### config.mk
export PLATFORM = sky130hd
export DESIGN_NAME = serial_eeprom_word_read_master
export DESIGN_NICKNAME = d
export VERILOG_FILES = /design/src/hdl/sewrm_pkg.sv /design/src/hdl/serial_eeprom_word_read_master.sv /design/src/hdl/sewrm_seq.sv
export SDC_FILE = /design/constraint.sdc
export NUM_CORES = 1
export LEC_CHECK = 0
export ABC_AREA = 0
export BUFFER_PORTS_ARGS = -buffer_cell sky130_fd_sc_hd__buf_2
export CAP_MARGIN = 20
export CORE_ASPECT_RATIO = 1.1
export CORE_MARGIN = 4
export CORE_UTILIZATION = 57
export DETAILED_ROUTE_END_ITERATION = 7
export PLACE_DENSITY = 0.81
export REMOVE_ABC_BUFFERS = 1
export SKIP_CTS_REPAIR_TIMING = 1
export SYNTH_ARGS = -nofsm -noshare
export SYNTH_HDL_FRONTEND = slang
export SYNTH_SLANG_ARGS = --single-unit
### constraint.sdc
create_clock -name clk_i -period 4 [get_ports clk_i]
set_input_delay 0.2 -clock clk_i [delete_from_list [all_inputs] [get_ports clk_i]]
set_output_delay 0.2 -clock clk_i [all_outputs]
set_load 0.005 [all_outputs]
### src/hdl/sewrm_pkg.sv
package sewrm_pkg;

  localparam int unsigned ByteAddrW = 13;
  localparam int unsigned WordAddrW = 12;
  localparam int unsigned DataW     = 16;
  localparam int unsigned CfgW      = 4;
  localparam int unsigned StepW     = 4;
  localparam int unsigned PinW      = 3;
  localparam int unsigned PreLen    = 12;
  localparam int unsigned MinAddrBits = 6;

  typedef enum logic [2:0] {
    KIND_IDLE   = 3'd0,
    KIND_PRE    = 3'd1,
    KIND_ADDR   = 3'd2,
    KIND_DATA   = 3'd3,
    KIND_FINISH = 3'd4
  } kind_e;

  // pin bit0 select, bit1 clock, bit2 data out
  localparam logic [PinW-1:0] PIN_LOW   = 3'h0;
  localparam logic [PinW-1:0] PIN_SEL   = 3'h1;
  localparam logic [PinW-1:0] PIN_CLK   = 3'h3;

  typedef logic [PinW-1:0] pre_seq_t [PreLen];
  localparam pre_seq_t PRE_SEQ = '{
    3'h0, 3'h1, 3'h3, 3'h1, 3'h5, 3'h7, 3'h5, 3'h7, 3'h5, 3'h1, 3'h3, 3'h1
  };

  typedef struct packed {
    logic                 start_req;
    logic [ByteAddrW-1:0] byte_address;
    logic                 serial_data_in;
  } beat_in_t;

  typedef struct packed {
    logic [PinW-1:0]  pins;
    logic             busy;
    logic             done;
    logic [DataW-1:0] word;
  } beat_out_t;

endpackage

### src/hdl/serial_eeprom_word_read_master.sv
// Word-read master for a three-wire serial EEPROM, one pin phase per beat.
// Input channel (in_valid_i/in_ready_o): one beat per tick carrying the start
// request, the byte address and the sampled memory data-out pin level.
// Output channel (out_valid_o/out_ready_i): exactly one beat per input beat
// with the pin levels to drive, busy, done and the assembled word.
// A start seen while idle latches the word address and the clamped address
// length, then steps through preamble, address bits and 16 data bits; the
// read word shows with done on the final all-low phase.
// A result beat is registered and presented in the cycle after its input
// beat is accepted. Throughput: one beat per cycle unless the output stalls,
// set by the single output register between the sequencer and output channel.
// A stalled receiver holds the output register; a new input beat is taken in
// the same cycle the held one leaves, so no bubble appears.
// address_bits is written through cfg_we_i/cfg_wdata_i and takes effect at
// the next start. Reset: sequencer idle, address_bits 6, no output beat.
module serial_eeprom_word_read_master #(
  parameter int MAX_ADDRESS_BITS = 12
) (
  input  logic                               clk_i,
  input  logic                               rst_ni,
  input  logic                               cfg_we_i,
  input  logic [sewrm_pkg::CfgW-1:0]         cfg_wdata_i,
  input  logic                               in_valid_i,
  output logic                               in_ready_o,
  input  logic                               start_req_i,
  input  logic [sewrm_pkg::ByteAddrW-1:0]    byte_address_i,
  input  logic                               serial_data_in_i,
  output logic                               out_valid_o,
  input  logic                               out_ready_i,
  output logic                               chip_select_o,
  output logic                               serial_clock_o,
  output logic                               serial_data_out_o,
  output logic                               busy_res_o,
  output logic                               done_res_o,
  output logic [sewrm_pkg::DataW-1:0]        read_word_o
);

  logic [sewrm_pkg::CfgW-1:0] address_bits_q;
  logic                       out_valid_q;
  logic                       accept;
  sewrm_pkg::beat_in_t        beat_in;
  sewrm_pkg::beat_out_t       beat_res, res_q;

  assign in_ready_o = !out_valid_q || out_ready_i;
  assign accept     = in_valid_i && in_ready_o;

  assign beat_in.start_req      = start_req_i;
  assign beat_in.byte_address   = byte_address_i;
  assign beat_in.serial_data_in = serial_data_in_i;

  sewrm_seq #(
    .MAX_ADDRESS_BITS (MAX_ADDRESS_BITS)
  ) u_seq (
    .clk_i          (clk_i),
    .rst_ni         (rst_ni),
    .adv_i          (accept),
    .address_bits_i (address_bits_q),
    .beat_i         (beat_in),
    .beat_o         (beat_res)
  );

  always_ff @(posedge clk_i or negedge rst_ni) begin
    if (!rst_ni) begin
      address_bits_q <= sewrm_pkg::CfgW'(sewrm_pkg::MinAddrBits);
    end else if (cfg_we_i) begin
      address_bits_q <= cfg_wdata_i;
    end
  end

  always_ff @(posedge clk_i or negedge rst_ni) begin
    if (!rst_ni) begin
      out_valid_q <= 1'b0;
    end else if (in_ready_o) begin
      out_valid_q <= in_valid_i;
    end
  end

  always_ff @(posedge clk_i) begin
    if (accept) begin
      res_q <= beat_res;
    end
  end

  assign out_valid_o       = out_valid_q;
  assign chip_select_o     = res_q.pins[0];
  assign serial_clock_o    = res_q.pins[1];
  assign serial_data_out_o = res_q.pins[2];
  assign busy_res_o        = res_q.busy;
  assign done_res_o        = res_q.done;
  assign read_word_o       = res_q.word;

endmodule

### src/hdl/sewrm_seq.sv
module sewrm_seq #(
  parameter int MAX_ADDRESS_BITS = 12
) (
  input  logic                           clk_i,
  input  logic                           rst_ni,
  input  logic                           adv_i,
  input  logic [sewrm_pkg::CfgW-1:0]     address_bits_i,
  input  sewrm_pkg::beat_in_t            beat_i,
  output sewrm_pkg::beat_out_t           beat_o
);

  localparam int LenW = $clog2(MAX_ADDRESS_BITS + 1);

  sewrm_pkg::kind_e                     kind_q, kind_d, kind_eff;
  logic [sewrm_pkg::StepW-1:0]          step_q, step_d, step_eff;
  logic [1:0]                           sub_q, sub_d, sub_eff;
  logic [sewrm_pkg::WordAddrW-1:0]      wa_q, wa_d, wa_eff;
  logic [sewrm_pkg::DataW-1:0]          shift_q, shift_d, shift_eff;
  logic [LenW-1:0]                      len_q, len_d, len_eff, len_sat;
  logic [4:0]                           cfg_ext;
  logic [4:0]                           idx_w;
  logic [3:0]                           pos_w;
  logic                                 addr_bit;

  // clamp requested address length
  always_comb begin
    cfg_ext = 5'(address_bits_i);
    if (cfg_ext < 5'(sewrm_pkg::MinAddrBits)) begin
      len_sat = LenW'(sewrm_pkg::MinAddrBits);
    end else if (cfg_ext > 5'(MAX_ADDRESS_BITS)) begin
      len_sat = LenW'(MAX_ADDRESS_BITS);
    end else begin
      len_sat = LenW'(cfg_ext);
    end
  end

  // state seen by this beat, after a possible start
  always_comb begin
    kind_eff  = kind_q;
    step_eff  = step_q;
    sub_eff   = sub_q;
    wa_eff    = wa_q;
    shift_eff = shift_q;
    len_eff   = len_q;
    if (kind_q == sewrm_pkg::KIND_IDLE && beat_i.start_req) begin
      kind_eff  = sewrm_pkg::KIND_PRE;
      step_eff  = '0;
      sub_eff   = '0;
      wa_eff    = beat_i.byte_address[sewrm_pkg::ByteAddrW-1:1];
      shift_eff = '0;
      len_eff   = len_sat;
    end
  end

  assign idx_w    = 5'(len_eff) - 5'd1 - 5'(step_eff);
  assign addr_bit = (idx_w < 5'(sewrm_pkg::WordAddrW)) ? wa_eff[idx_w[3:0]] : 1'b0;
  assign pos_w    = {step_eff[3], ~step_eff[2:0]};

  // next state
  always_comb begin
    kind_d  = kind_eff;
    step_d  = step_eff;
    sub_d   = sub_eff;
    wa_d    = wa_eff;
    shift_d = shift_eff;
    len_d   = len_eff;
    case (kind_eff)
      sewrm_pkg::KIND_PRE: begin
        step_d = step_eff + sewrm_pkg::StepW'(1);
        if (step_eff == sewrm_pkg::StepW'(sewrm_pkg::PreLen - 1)) begin
          kind_d = sewrm_pkg::KIND_ADDR;
          step_d = '0;
          sub_d  = '0;
        end
      end
      sewrm_pkg::KIND_ADDR: begin
        sub_d = sub_eff + 2'd1;
        if (sub_eff == 2'd2) begin
          sub_d  = '0;
          step_d = step_eff + sewrm_pkg::StepW'(1);
          if (5'(step_eff) + 5'd1 >= 5'(len_eff)) begin
            kind_d = sewrm_pkg::KIND_DATA;
            step_d = '0;
          end
        end
      end
      sewrm_pkg::KIND_DATA: begin
        if (sub_eff == 2'd0) begin
          shift_d = shift_eff | (sewrm_pkg::DataW'(beat_i.serial_data_in) << pos_w);
          sub_d   = 2'd1;
        end else begin
          sub_d  = '0;
          step_d = step_eff + sewrm_pkg::StepW'(1);
          if (step_eff == '1) begin
            kind_d = sewrm_pkg::KIND_FINISH;
            step_d = '0;
          end
        end
      end
      sewrm_pkg::KIND_FINISH: begin
        kind_d = sewrm_pkg::KIND_IDLE;
        step_d = '0;
        sub_d  = '0;
      end
      default: begin
        kind_d = sewrm_pkg::KIND_IDLE;
      end
    endcase
  end

  // beat outputs
  always_comb begin
    beat_o = '0;
    case (kind_eff)
      sewrm_pkg::KIND_PRE: begin
        beat_o.busy = 1'b1;
        beat_o.pins = (step_eff < sewrm_pkg::StepW'(sewrm_pkg::PreLen))
                      ? sewrm_pkg::PRE_SEQ[step_eff] : sewrm_pkg::PIN_LOW;
      end
      sewrm_pkg::KIND_ADDR: begin
        beat_o.busy = 1'b1;
        beat_o.pins = {addr_bit, (sub_eff == 2'd1) ? sewrm_pkg::PIN_CLK[1:0]
                                                   : sewrm_pkg::PIN_SEL[1:0]};
      end
      sewrm_pkg::KIND_DATA: begin
        beat_o.busy = 1'b1;
        beat_o.pins = (sub_eff == 2'd0) ? sewrm_pkg::PIN_CLK : sewrm_pkg::PIN_SEL;
      end
      sewrm_pkg::KIND_FINISH: begin
        beat_o.busy = 1'b1;
        beat_o.done = 1'b1;
        beat_o.word = shift_eff;
      end
      default: begin
        beat_o = '0;
      end
    endcase
  end

  always_ff @(posedge clk_i or negedge rst_ni) begin
    if (!rst_ni) begin
      kind_q  <= sewrm_pkg::KIND_IDLE;
      step_q  <= '0;
      sub_q   <= '0;
      wa_q    <= '0;
      shift_q <= '0;
      len_q   <= LenW'(sewrm_pkg::MinAddrBits);
    end else if (adv_i) begin
      kind_q  <= kind_d;
      step_q  <= step_d;
      sub_q   <= sub_d;
      wa_q    <= wa_d;
      shift_q <= shift_d;
      len_q   <= len_d;
    end
  end

endmodule

==> metrics.cfg, run 1 <==
[critical_path]
r2r-end=serial_data_out_o$_DFFE_PP_
r2r_slack_ps=570
crit_top_cell=a21oi_1
cp.required_ps=4090
path_class=reg -> reg
max_stage_delay_ps=650
crit_path_start_kind=register
reg2reg_depth=11
critPathArrivalTime_ps=3510
crit_buf_inv=2
crit_fanout=28
timing.rr.start=u_seq.kind_q[2]$_DFFE_PN0P_
cp_slowest_cell=dfrtp_1
crit_path_end_kind=register
cp_cell_sequence=nor4b_4, buf_4, a21oi_1, inv_1, fa_1, nor3b_1, a21oi_1, a21oi_1, a31oi_1, mux2i_1, o31ai_1
crit_start=u_seq.kind_q[2]$_DFFE_PN0P_
cp_top_family=simple AND/OR/NAND/NOR gates

[clocking]
clock-root-buffer=clkbuf_8
cts_buffers=9
htreeDepth=3
cts_sinks=67
clk_latency_ps=340
path_clk_slew_ps=70
cts_tree=yes
cts.path.max_buffers=2

[yosys]
synth_area_sq_mm=0.00349
synthDistinctLibCells=53
synth_top_area_cell=dfrtp_1
synth_ff_type=dfrtp_1
postSynthCellCount=347
synth_edf_count=21
yosysTopAreaCellShare_pct=30.1
synth_area_leaders=dfrtp_1, edfxtp_1, nand2_1
ys_ff_latch=67
async_flop_share_pct=68.7
ys_seq_area_share_pct=51.2
yosysWarnings=0
avgSynthCellArea_sq_um=10.1

[min_path]
holdPathStages=2
worstHoldEndpoint=out_valid_o$_DFFE_PN0N_
min_from=in_valid_i
hold_class=in -> reg

[grt]
grt_pass1_wl_um=11600
grt_pass1_vias=2514
grt_overflow_total=0
grt_usage_pct=20.0
grt_max_degree=47
antenna_found_initial=0

[timing]
max_freq_mhz=292
slew_headroom_pct=34.5
min_period_over_period_pct=85.7
period_minus_slack_ps=3430
worst_pin_slew_ps=979
setup_tns_ps=0
rsz0062_at_grt=false
fin_worst_skew_ps=6.63
hold_viol_final=0
maxSlewViolCount=0
setup_violations=0

[final_layout]
fin_cells=469
area_growth_pct=12.6
drive_gt1_share_pct=21.7
diodes=0
finalNetCount=421

[run]
cap_viol_max_count=0

[routing]
via_per_inst=5.79
vias=2716
drtAntennaViolNets=0
first_pass_iters=5
drt_iter0_drc=130
wl_per_cell_um=14.7
drc=0
wirelength_um=6880

[floorplan]
die-area_sq_mm=0.00744
core_sq_mm=0.00584
die_w_um=82.6
pin_count=47
initial_utilization_pct=59.8
die_h_um=90.1
placementRows=29

[place]
place_inst=451
gp_congestion=0.892
portBuffers=45
dp_hpwl_um=4780

[outcome]
status=complete, no violations

[pwr]
p_leak_nw=1.83
power_density_mw_per_mm2=661
peakVddDrop_mv=0.467

state kept, by name (all words and copies together), names as in the netlist:
register	flops
read_word_o	16
u_seq.shift_q	16
u_seq.wa_q	12
address_bits_q	4
u_seq.len_q	4
u_seq.step_q	4
u_seq.kind_q	3
u_seq.sub_q	2
busy_res_o	1
chip_select_o	1
done_res_o	1
out_valid_o	1
serial_clock_o	1
serial_data_out_o	1
cell usage after synthesis (all sizes together), types with 4 or more instances:
cell / n
clkbuf: 11
a31oi: 7
nor3: 6
nand3: 5
inv: 11
a21o: 4
ha: 9
a32o: 6
nor3b: 5
mux2: 6
nor4: 4
and3: 17
nand2: 68
dfrtp: 42
nand2b: 6
mux2i: 8
nor2: 24
a22o: 4
a21oi: 19
dfstp: 4
o21ai: 14
edfxtp: 21
buf: 11
worst register-to-register path: cells and delay by family, from the launching register on:
kind / cells / cell delay (ps)
muxes: 1 / 140
buffers and inverters: 2 / 470
and+or+nand+nor: 2 / 830
adders and majority gates: 1 / 580
AOI/OAI and AO/OA: 5 / 510
DFF: 1 / 650
layer usage:
metal / up-vias / routed length [um] / GRT usage (%)
met5: - / 0 / 0
met4: 0 / 146 / 7.63
met3: 15 / 438 / 3.80
met2: 89 / 3440 / 32.9
met1: 1293 / 2860 / 25.8
li1: 1319 / - / -
power by group:
| part | internal, W | switching [W] | leakage [nW] |
|---|---|---|---|
| Sequential | 0.000863 | 0.000140 | 0.798 |
| Combinational | 0.000489 | 0.000623 | 0.952 |
| Clock | 0.000237 | 0.000245 | 0.0828 |
cell usage in the layout, fill, tap and decap left out, types with 9 or more instances in the layout:
| cell type | n |
|---|---|
| a21oi_1 | 19 |
| and3_1 | 17 |
| buf_2 | 45 |
| clkbuf_8 | 10 |
| dfrtp_1 | 42 |
| edfxtp_1 | 21 |
| ha_1 | 9 |
| inv_1 | 11 |
| nand2_1 | 68 |
| nor2_1 | 22 |
| o21ai_0 | 14 |
kinds of logic (layout without fill, tap and decap cells):
| family | Yosys count | in the layout | share of synthesized area (%) |
|---|---|---|---|
| AOI/OAI and AO/OA | 71 | 71 | 13.6 |
| xor gates and xnor gates | 5 | 5 | 1.25 |
| adders and majority gates | 10 | 10 | 3.80 |
| buffers and inverters | 33 | 78 | 4.37 |
| DFF | 67 | 67 | 51.2 |
| muxes | 15 | 15 | 4.98 |
| and+or+nand+nor | 146 | 146 | 20.9 |
worst max path at each step:
stage / cells after the start / slack, ps / end
2_1_floorplan: 11 / 590 / u_seq.step_q[3]$_DFFE_PN0P_
3_3_place_gp: 12 / 720 / u_seq.step_q[3]$_DFFE_PN0P_
3_5_place_dp: 11 / 620 / serial_data_out_o$_DFFE_PP_
4_1_cts: 11 / 590 / serial_data_out_o$_DFFE_PP_
5_1_grt: 11 / 240 / serial_data_out_o$_DFFE_PP_
6_report: 11 / 570 / serial_data_out_o$_DFFE_PP_
cell type report:
type	instances	area, sq um
Clock buffer	11	141
Inverter	11	41.3
Multi-Input combinational cell	247	1550
Tap cell	77	96.3
Timing Repair Buffer	51	285
Fill cell	466	1910
Clock inverter	5	28.8
Sequential cell	67	1790
through the flow:
step / cell area, sq um / worst slack [ps] / total power (W) / utilization (%) / hold WS [ps]
5_1_grt: 3930 / 243 / 0.00281 / 67.3 / 62.3
6_report: 3930 / 572 / 0.00260 / 67.3 / 62.6
4_1_cts: 3900 / 591 / 0.00260 / 66.8 / 54.3
3_5_place_dp: 3730 / 624 / 0.00211 / 63.9 / 408
2_1_floorplan: 3380 / 585 / 0.00183 / - / -95.6
3_3_place_gp: 3730 / 718 / 0.00206 / 63.9 / 401
No activity file was read; power rests on OpenSTA's default activity.
==> run 2: changes to the inputs <==
--- a/config.mk
+++ b/config.mk
@@ -13,6 +13,7 @@
 export CORE_UTILIZATION = 57
 export DETAILED_ROUTE_END_ITERATION = 7
 export PLACE_DENSITY = 0.81
+export RECOVER_POWER = 50
 export REMOVE_ABC_BUFFERS = 1
 export SKIP_CTS_REPAIR_TIMING = 1
 export SYNTH_ARGS = -nofsm -noshare
==> run 2 against run 1 <==
  * Hold slack worse by 4.5 ps
  * Critical path depth is the same
  * Sequential cell count unchanged
  * Via count is 1.0% lower
  * Non-clock buffer count stayed put
==> metrics.cfg, run 2 (synthesis results as in run 1) <==
[final_layout]
finalNetCount=421  ; unchanged
fin_area_sq_mm=0.00389  ; -1.0%
drive_gt1_share_pct=16.8  ; -4.8 points
area_growth_pct=11.5
diodes=0  ; unchanged
final_common_cell=nand2_1
final_cell_mix=nand2_1, dfrtp_1, buf_2, nor2_1, edfxtp_1
nFillCells=481  ; +3.2%

[pwr]
power_density_mw_per_mm2=665  ; +0.63%
power_frac_comb_pct=42.6  ; -0.2 points
p_int_w=0.00158  ; -0.63%
sw_frac_of_total_pct=39.0  ; +0.14 points
peakVddDrop_mv=0.464  ; -0.60%
p_sw_w=0.00101  ; about the same
seq_power_share_pct=38.7  ; about the same
p_leak_nw=1.78  ; -2.9%
power_frac_clock_pct=18.8  ; +0.2 points

[min_path]
min_from=in_valid_i
worstHoldEndpoint=out_valid_o$_DFFE_PN0N_
hold_class=in -> reg
holdPathStages=2  ; unchanged

[timing]
max_freq_mhz=292  ; about the same
setup_tns_ps=0  ; unchanged
period_minus_slack_ps=3430  ; -1.22 ps
hold-worst-slack_ps=58.1  ; -4.54 ps
setup_violations=0  ; unchanged
worst_pin_slew_ps=1460  ; +479 ps
fin_worst_skew_ps=5.49  ; -1.14 ps
hold_viol_final=0  ; unchanged
rsz0062_at_grt=false
maxSlewViolCount=0  ; unchanged
min_period_over_period_pct=85.7  ; about the same
slew_headroom_pct=2.75  ; -32 points

[clocking]
path_clk_slew_ps=70  ; about the same
cts_tree=yes
clock-root-buffer=clkbuf_8
cts_buffers=9  ; unchanged
clk_latency_ps=340  ; about the same
cts.path.max_buffers=2  ; unchanged
htreeDepth=3  ; unchanged
cts_sinks=67  ; unchanged

[critical_path]
cp.required_ps=4090  ; about the same
path_class=reg -> reg
r2r-end=serial_data_out_o$_DFFE_PP_
reg2reg_depth=11  ; unchanged
r2r_slack_ps=570  ; about the same
critPathArrivalTime_ps=3520  ; about the same
crit_path_start_kind=register
crit_path_end_kind=register
timing.rr.start=u_seq.kind_q[2]$_DFFE_PN0P_
crit_fanout=28  ; unchanged

[floorplan]
placementRows=29  ; unchanged
die_h_um=90.1  ; unchanged
die-area_sq_mm=0.00744  ; unchanged
die_w_um=82.6  ; unchanged
pin_count=47  ; unchanged
initial_utilization_pct=59.8  ; unchanged
core_sq_mm=0.00584  ; unchanged

[place]
portBuffers=45  ; unchanged
gp_congestion=0.892  ; unchanged
dpl_cell_area_sq_mm=0.00373  ; unchanged
dp_hpwl_um=4780  ; unchanged

[routing]
first_pass_iters=4  ; -1
vias=2688  ; -1.0%
wl_per_cell_um=14.7  ; about the same
via_per_inst=5.73  ; -1.0%
drc=0  ; unchanged
drt_iter0_drc=117  ; -10%
wirelength_um=6880  ; about the same
drtAntennaViolNets=0  ; unchanged

[outcome]
status=complete, no violations

[run]
cap_viol_max_count=0  ; unchanged

[grt]
grt_pass1_vias=2514  ; unchanged
grt_overflow_total=0  ; unchanged
grt_max_degree=47  ; unchanged
antenna_found_initial=0  ; unchanged
grt_usage_pct=20.0  ; unchanged
grt_pass1_wl_um=11600  ; unchanged

-- run 2: cell types whose count changed in the layout (fill, tap and decap cells not counted), sizes merged --
| cell | delta |
|---|---|
| buf | -16 |
| clkbuf | +16 |
-- run 2: critical path, cell delays in order (launching register included) --
cell and delay (ps):
dfrtp_1 650, nor4b_4 500, buf_4 340, a21oi_1 140, inv_1 130, fa_1 580
nor3b_1 320, a21oi_1 80, a21oi_1 170, a31oi_1 50, mux2i_1 140, o31ai_1 70
-- run 2: area by class of cell --
cell class	count	area, sq um	share of cell area [%]
clock buffers	11	141	3.63
flip-flops and latches	67	1790	45.9
well taps	77	96.3	2.48
clock inverters	5	28.8	0.739
inverters	11	41.3	1.06
multi-input cells	247	1550	39.8
repair buffers	51	248	6.36
-- run 2: worst max path at each step --
stage / start / to / slack, ps / cells past startpoint
3_3_place_gp: u_seq.kind_q[2]$_DFFE_PN0P_ / u_seq.step_q[3]$_DFFE_PN0P_ / 720 / 12
2_1_floorplan: u_seq.kind_q[2]$_DFFE_PN0P_ / u_seq.step_q[3]$_DFFE_PN0P_ / 590 / 11
6_report: u_seq.kind_q[2]$_DFFE_PN0P_ / serial_data_out_o$_DFFE_PP_ / 570 / 11
4_1_cts: u_seq.kind_q[2]$_DFFE_PN0P_ / serial_data_out_o$_DFFE_PP_ / 590 / 11
3_5_place_dp: u_seq.kind_q[2]$_DFFE_PN0P_ / serial_data_out_o$_DFFE_PP_ / 620 / 11
5_1_grt: u_seq.kind_q[2]$_DFFE_PN0P_ / serial_data_out_o$_DFFE_PP_ / 240 / 11
-- run 2: routing by layer --
| metal | global-route usage (%) | share of wire (%) | up-vias |
|---|---|---|---|
| li1 | - | - | 1317 |
| met1 | 25.8 | 42 | 1286 |
| met2 | 32.9 | 50 | 72 |
| met3 | 3.80 | 5.9 | 13 |
| met4 | 7.63 | 1.8 | 0 |
| met5 | 0 | 0 | - |
-- run 2: power groups by stage --
stage                     Sequential [W]  Combinational [W]  Clock (W)
after CTS                       0.000999            0.00111   0.000494
after global routing             0.00102            0.00125   0.000523
after detailed placement         0.00101            0.00110          0
after floorplan                 0.000980           0.000850          0
after global placement           0.00100            0.00106          0
final                            0.00100            0.00110   0.000486
-- run 2: stage by stage --
step	setup slack (ps)	util, %	cells	power [W]
6_report	573	66.6	469	0.00259
5_1_grt	243	66.6	469	0.00279
4_1_cts	591	66.8	467	0.00260
3_5_place_dp	624	63.9	451	0.00211
3_3_place_gp	718	63.9	451	0.00206
2_1_floorplan	585	-	325	0.00183
==> run 3: changes to the inputs <==
==> constraint.sdc (replaced) <==
create_clock -name clk_i -period 4 [get_ports clk_i]
set_input_delay 0.2 -clock clk_i [delete_from_list [all_inputs] [get_ports clk_i]]
set_output_delay 0.2 -clock clk_i [all_outputs]
set_load 0.1 [all_outputs]
==> run 3 against run 2 <==
  * Global-route usage unchanged
  * Routed wire length up 0.17%
  * First-iteration DRC count unchanged
  * Core utilization down 0.19 points
  * Non-clock buffer count unchanged
  * Clock skew up 0.68 ps
  * Clock-buffer cell count unchanged
  * Sequential power about the same
  * Largest power group unchanged
  * Die area unchanged
  * Sequential share of layout area up 0.13 points
  * Fmax down 0.15%
  * Final cell count unchanged
==> metrics.cfg, run 3 (synthesis results as in run 1) <==
[outcome]
status=complete, no violations

[critical_path]
max_stage_delay_ps=660  ; about the same
cp_cell_sequence=nor4b_4, buf_4, a21oi_1, inv_1, fa_1, nor3b_1, a21oi_1, a21oi_1, a31oi_1, mux2i_1, o31ai_1
path_class=reg -> reg
crit_buf_inv=2  ; unchanged
critPathArrivalTime_ps=3520  ; about the same
crit_fanout=28  ; unchanged
cp.required_ps=4090  ; about the same
crit_top_cell=a21oi_1
crit_path_end_kind=register
cp_top_family=simple AND/OR/NAND/NOR gates
cp_slowest_cell=dfrtp_1
crit_path_start_kind=register

[pwr]
power_frac_clock_pct=17.9  ; -0.9 points
sw_frac_of_total_pct=41.8  ; +2.9 points
p_leak_nw=1.75  ; -1.5%
power_density_mw_per_mm2=699  ; +5.1%
p_int_w=0.00158  ; -0.15%
power_frac_comb_pct=45.2  ; +2.6 points
p_sw_w=0.00113  ; +13%
peakVddDrop_mv=0.466  ; +0.36%
seq_power_share_pct=36.9  ; -1.8 points

[clocking]
htreeDepth=3  ; unchanged
cts_sinks=67  ; unchanged
cts_buffers=9  ; unchanged
clk_latency_ps=340  ; about the same
clock-root-buffer=clkbuf_8
path_clk_slew_ps=70  ; about the same
cts_tree=yes
cts.path.max_buffers=2  ; unchanged

[grt]
antenna_found_initial=0  ; unchanged
grt_pass1_wl_um=11600  ; unchanged
grt_overflow_total=0  ; unchanged
grt_pass1_vias=2514  ; unchanged
grt_usage_pct=20.0  ; unchanged
grt_max_degree=47  ; unchanged

[timing]
max_freq_mhz=291  ; -0.15%
min_period_over_period_pct=85.8  ; +0.13 points
setup_tns_ps=0  ; unchanged
fin_ws_ps=568  ; -5.14 ps
setup_violations=0  ; unchanged
maxSlewViolCount=0  ; unchanged
slew_headroom_pct=2.77  ; +0.018 points
fin_worst_skew_ps=6.18  ; +0.684 ps
worst_pin_slew_ps=1460  ; -0.269 ps
rsz0062_at_grt=false
hold-worst-slack_ps=59.9  ; +1.80 ps
period_minus_slack_ps=3430  ; +5.14 ps
hold_viol_final=0  ; unchanged

[routing]
drt_iter0_drc=117  ; unchanged
wirelength_um=6890  ; +0.17%
drc=0  ; unchanged
wl_per_cell_um=14.7  ; +0.17%
first_pass_iters=4  ; unchanged
drtAntennaViolNets=0  ; unchanged
vias=2690  ; +0.074%
via_per_inst=5.74  ; about the same

[final_layout]
diodes=0  ; unchanged
area_growth_pct=11.1
final_common_cell=nand2_1
final_cell_mix=nand2_1, dfrtp_1, clkbuf_1, nor2_1, buf_2
utilization_pct=66.4  ; -0.19 points
drive_gt1_share_pct=14.5  ; -2.3 points
finalNetCount=421  ; unchanged

[run]
cap_viol_max_count=0  ; unchanged

[floorplan]
pin_count=47  ; unchanged
die-area_sq_mm=0.00744  ; unchanged
core_sq_mm=0.00584  ; unchanged
die_w_um=82.6  ; unchanged
die_h_um=90.1  ; unchanged
initial_utilization_pct=59.8  ; unchanged
placementRows=29  ; unchanged

[place]
dp_hpwl_um=4780  ; unchanged
gp_congestion=0.892  ; unchanged
place_ws_ps=624  ; unchanged
portBuffers=45  ; unchanged

[min_path]
hold_class=in -> reg

## run 3: area by class of cell
cell class	instances	area, sq um
clock inverter	5	28.8
inverter	11	41.3
clock buffer	11	141
multi-input combinational	247	1550
sequential	67	1790
fill	482	1960
timing repair buffer	51	236
tap	77	96.3
## run 3: worst paths after layout
path | from | end | slack [ps] | depth (start not counted)
setup / recovery | u_seq.kind_q[2]$_DFFE_PN0P_ | serial_data_out_o$_DFFE_PP_ | 570 | 11
hold / removal | in_valid_i | out_valid_o$_DFFE_PN0N_ | 60 | 2
setup reg to reg | u_seq.kind_q[2]$_DFFE_PN0P_ | serial_data_out_o$_DFFE_PP_ | 570 | 11
hold reg to reg | u_seq.shift_q[9]$_DFFE_PN0P_ | u_seq.shift_q[9]$_DFFE_PN0P_ | 480 | 2
max in group asynchronous | rst_ni | u_seq.step_q[1]$_DFFE_PN0P_ | 1580 | 3
min in group asynchronous | rst_ni | u_seq.wa_q[9]$_DFFE_PN0P_ | 550 | 2
## run 3: metal layers
metal,track usage [%],vias to the layer above,share of wire [%]
met1,25.8,1290,43
met4,7.63,0,2.0
li1,-,1316,-
met5,0,-,0
met3,3.80,14,5.3
met2,32.9,70,50
## run 3: metrics by stage
stage | total power, W | instances | area [sq um]
after floorplan | 0.00196 | 325 | 3380
after global placement | 0.00218 | 451 | 3730
after detailed placement | 0.00224 | 451 | 3730
after CTS | 0.00273 | 467 | 3900
after global routing | 0.00292 | 469 | 3880
final | 0.00271 | 469 | 3880
## run 3: power by group through the flow
stage	clock, W	sequential (W)	combinational, W
2_1_floorplan	0	0.00110	0.000855
3_3_place_gp	0	0.00100	0.00118
3_5_place_dp	0	0.00101	0.00123
4_1_cts	0.000494	0.000999	0.00124
5_1_grt	0.000523	0.00102	0.00137
6_report	0.000486	0.00100	0.00122
## run 3: worst reg2reg max path, delay by kind of cell, from the launching register on
family	cells	cell delay, ps
multiplexers	1	140
adder cells (fa/ha/maj)	1	580
AO/OA/AOI/OAI	5	500
AND/OR/NAND/NOR	2	830
flip-flops	1	660
buffers and inverters	2	470
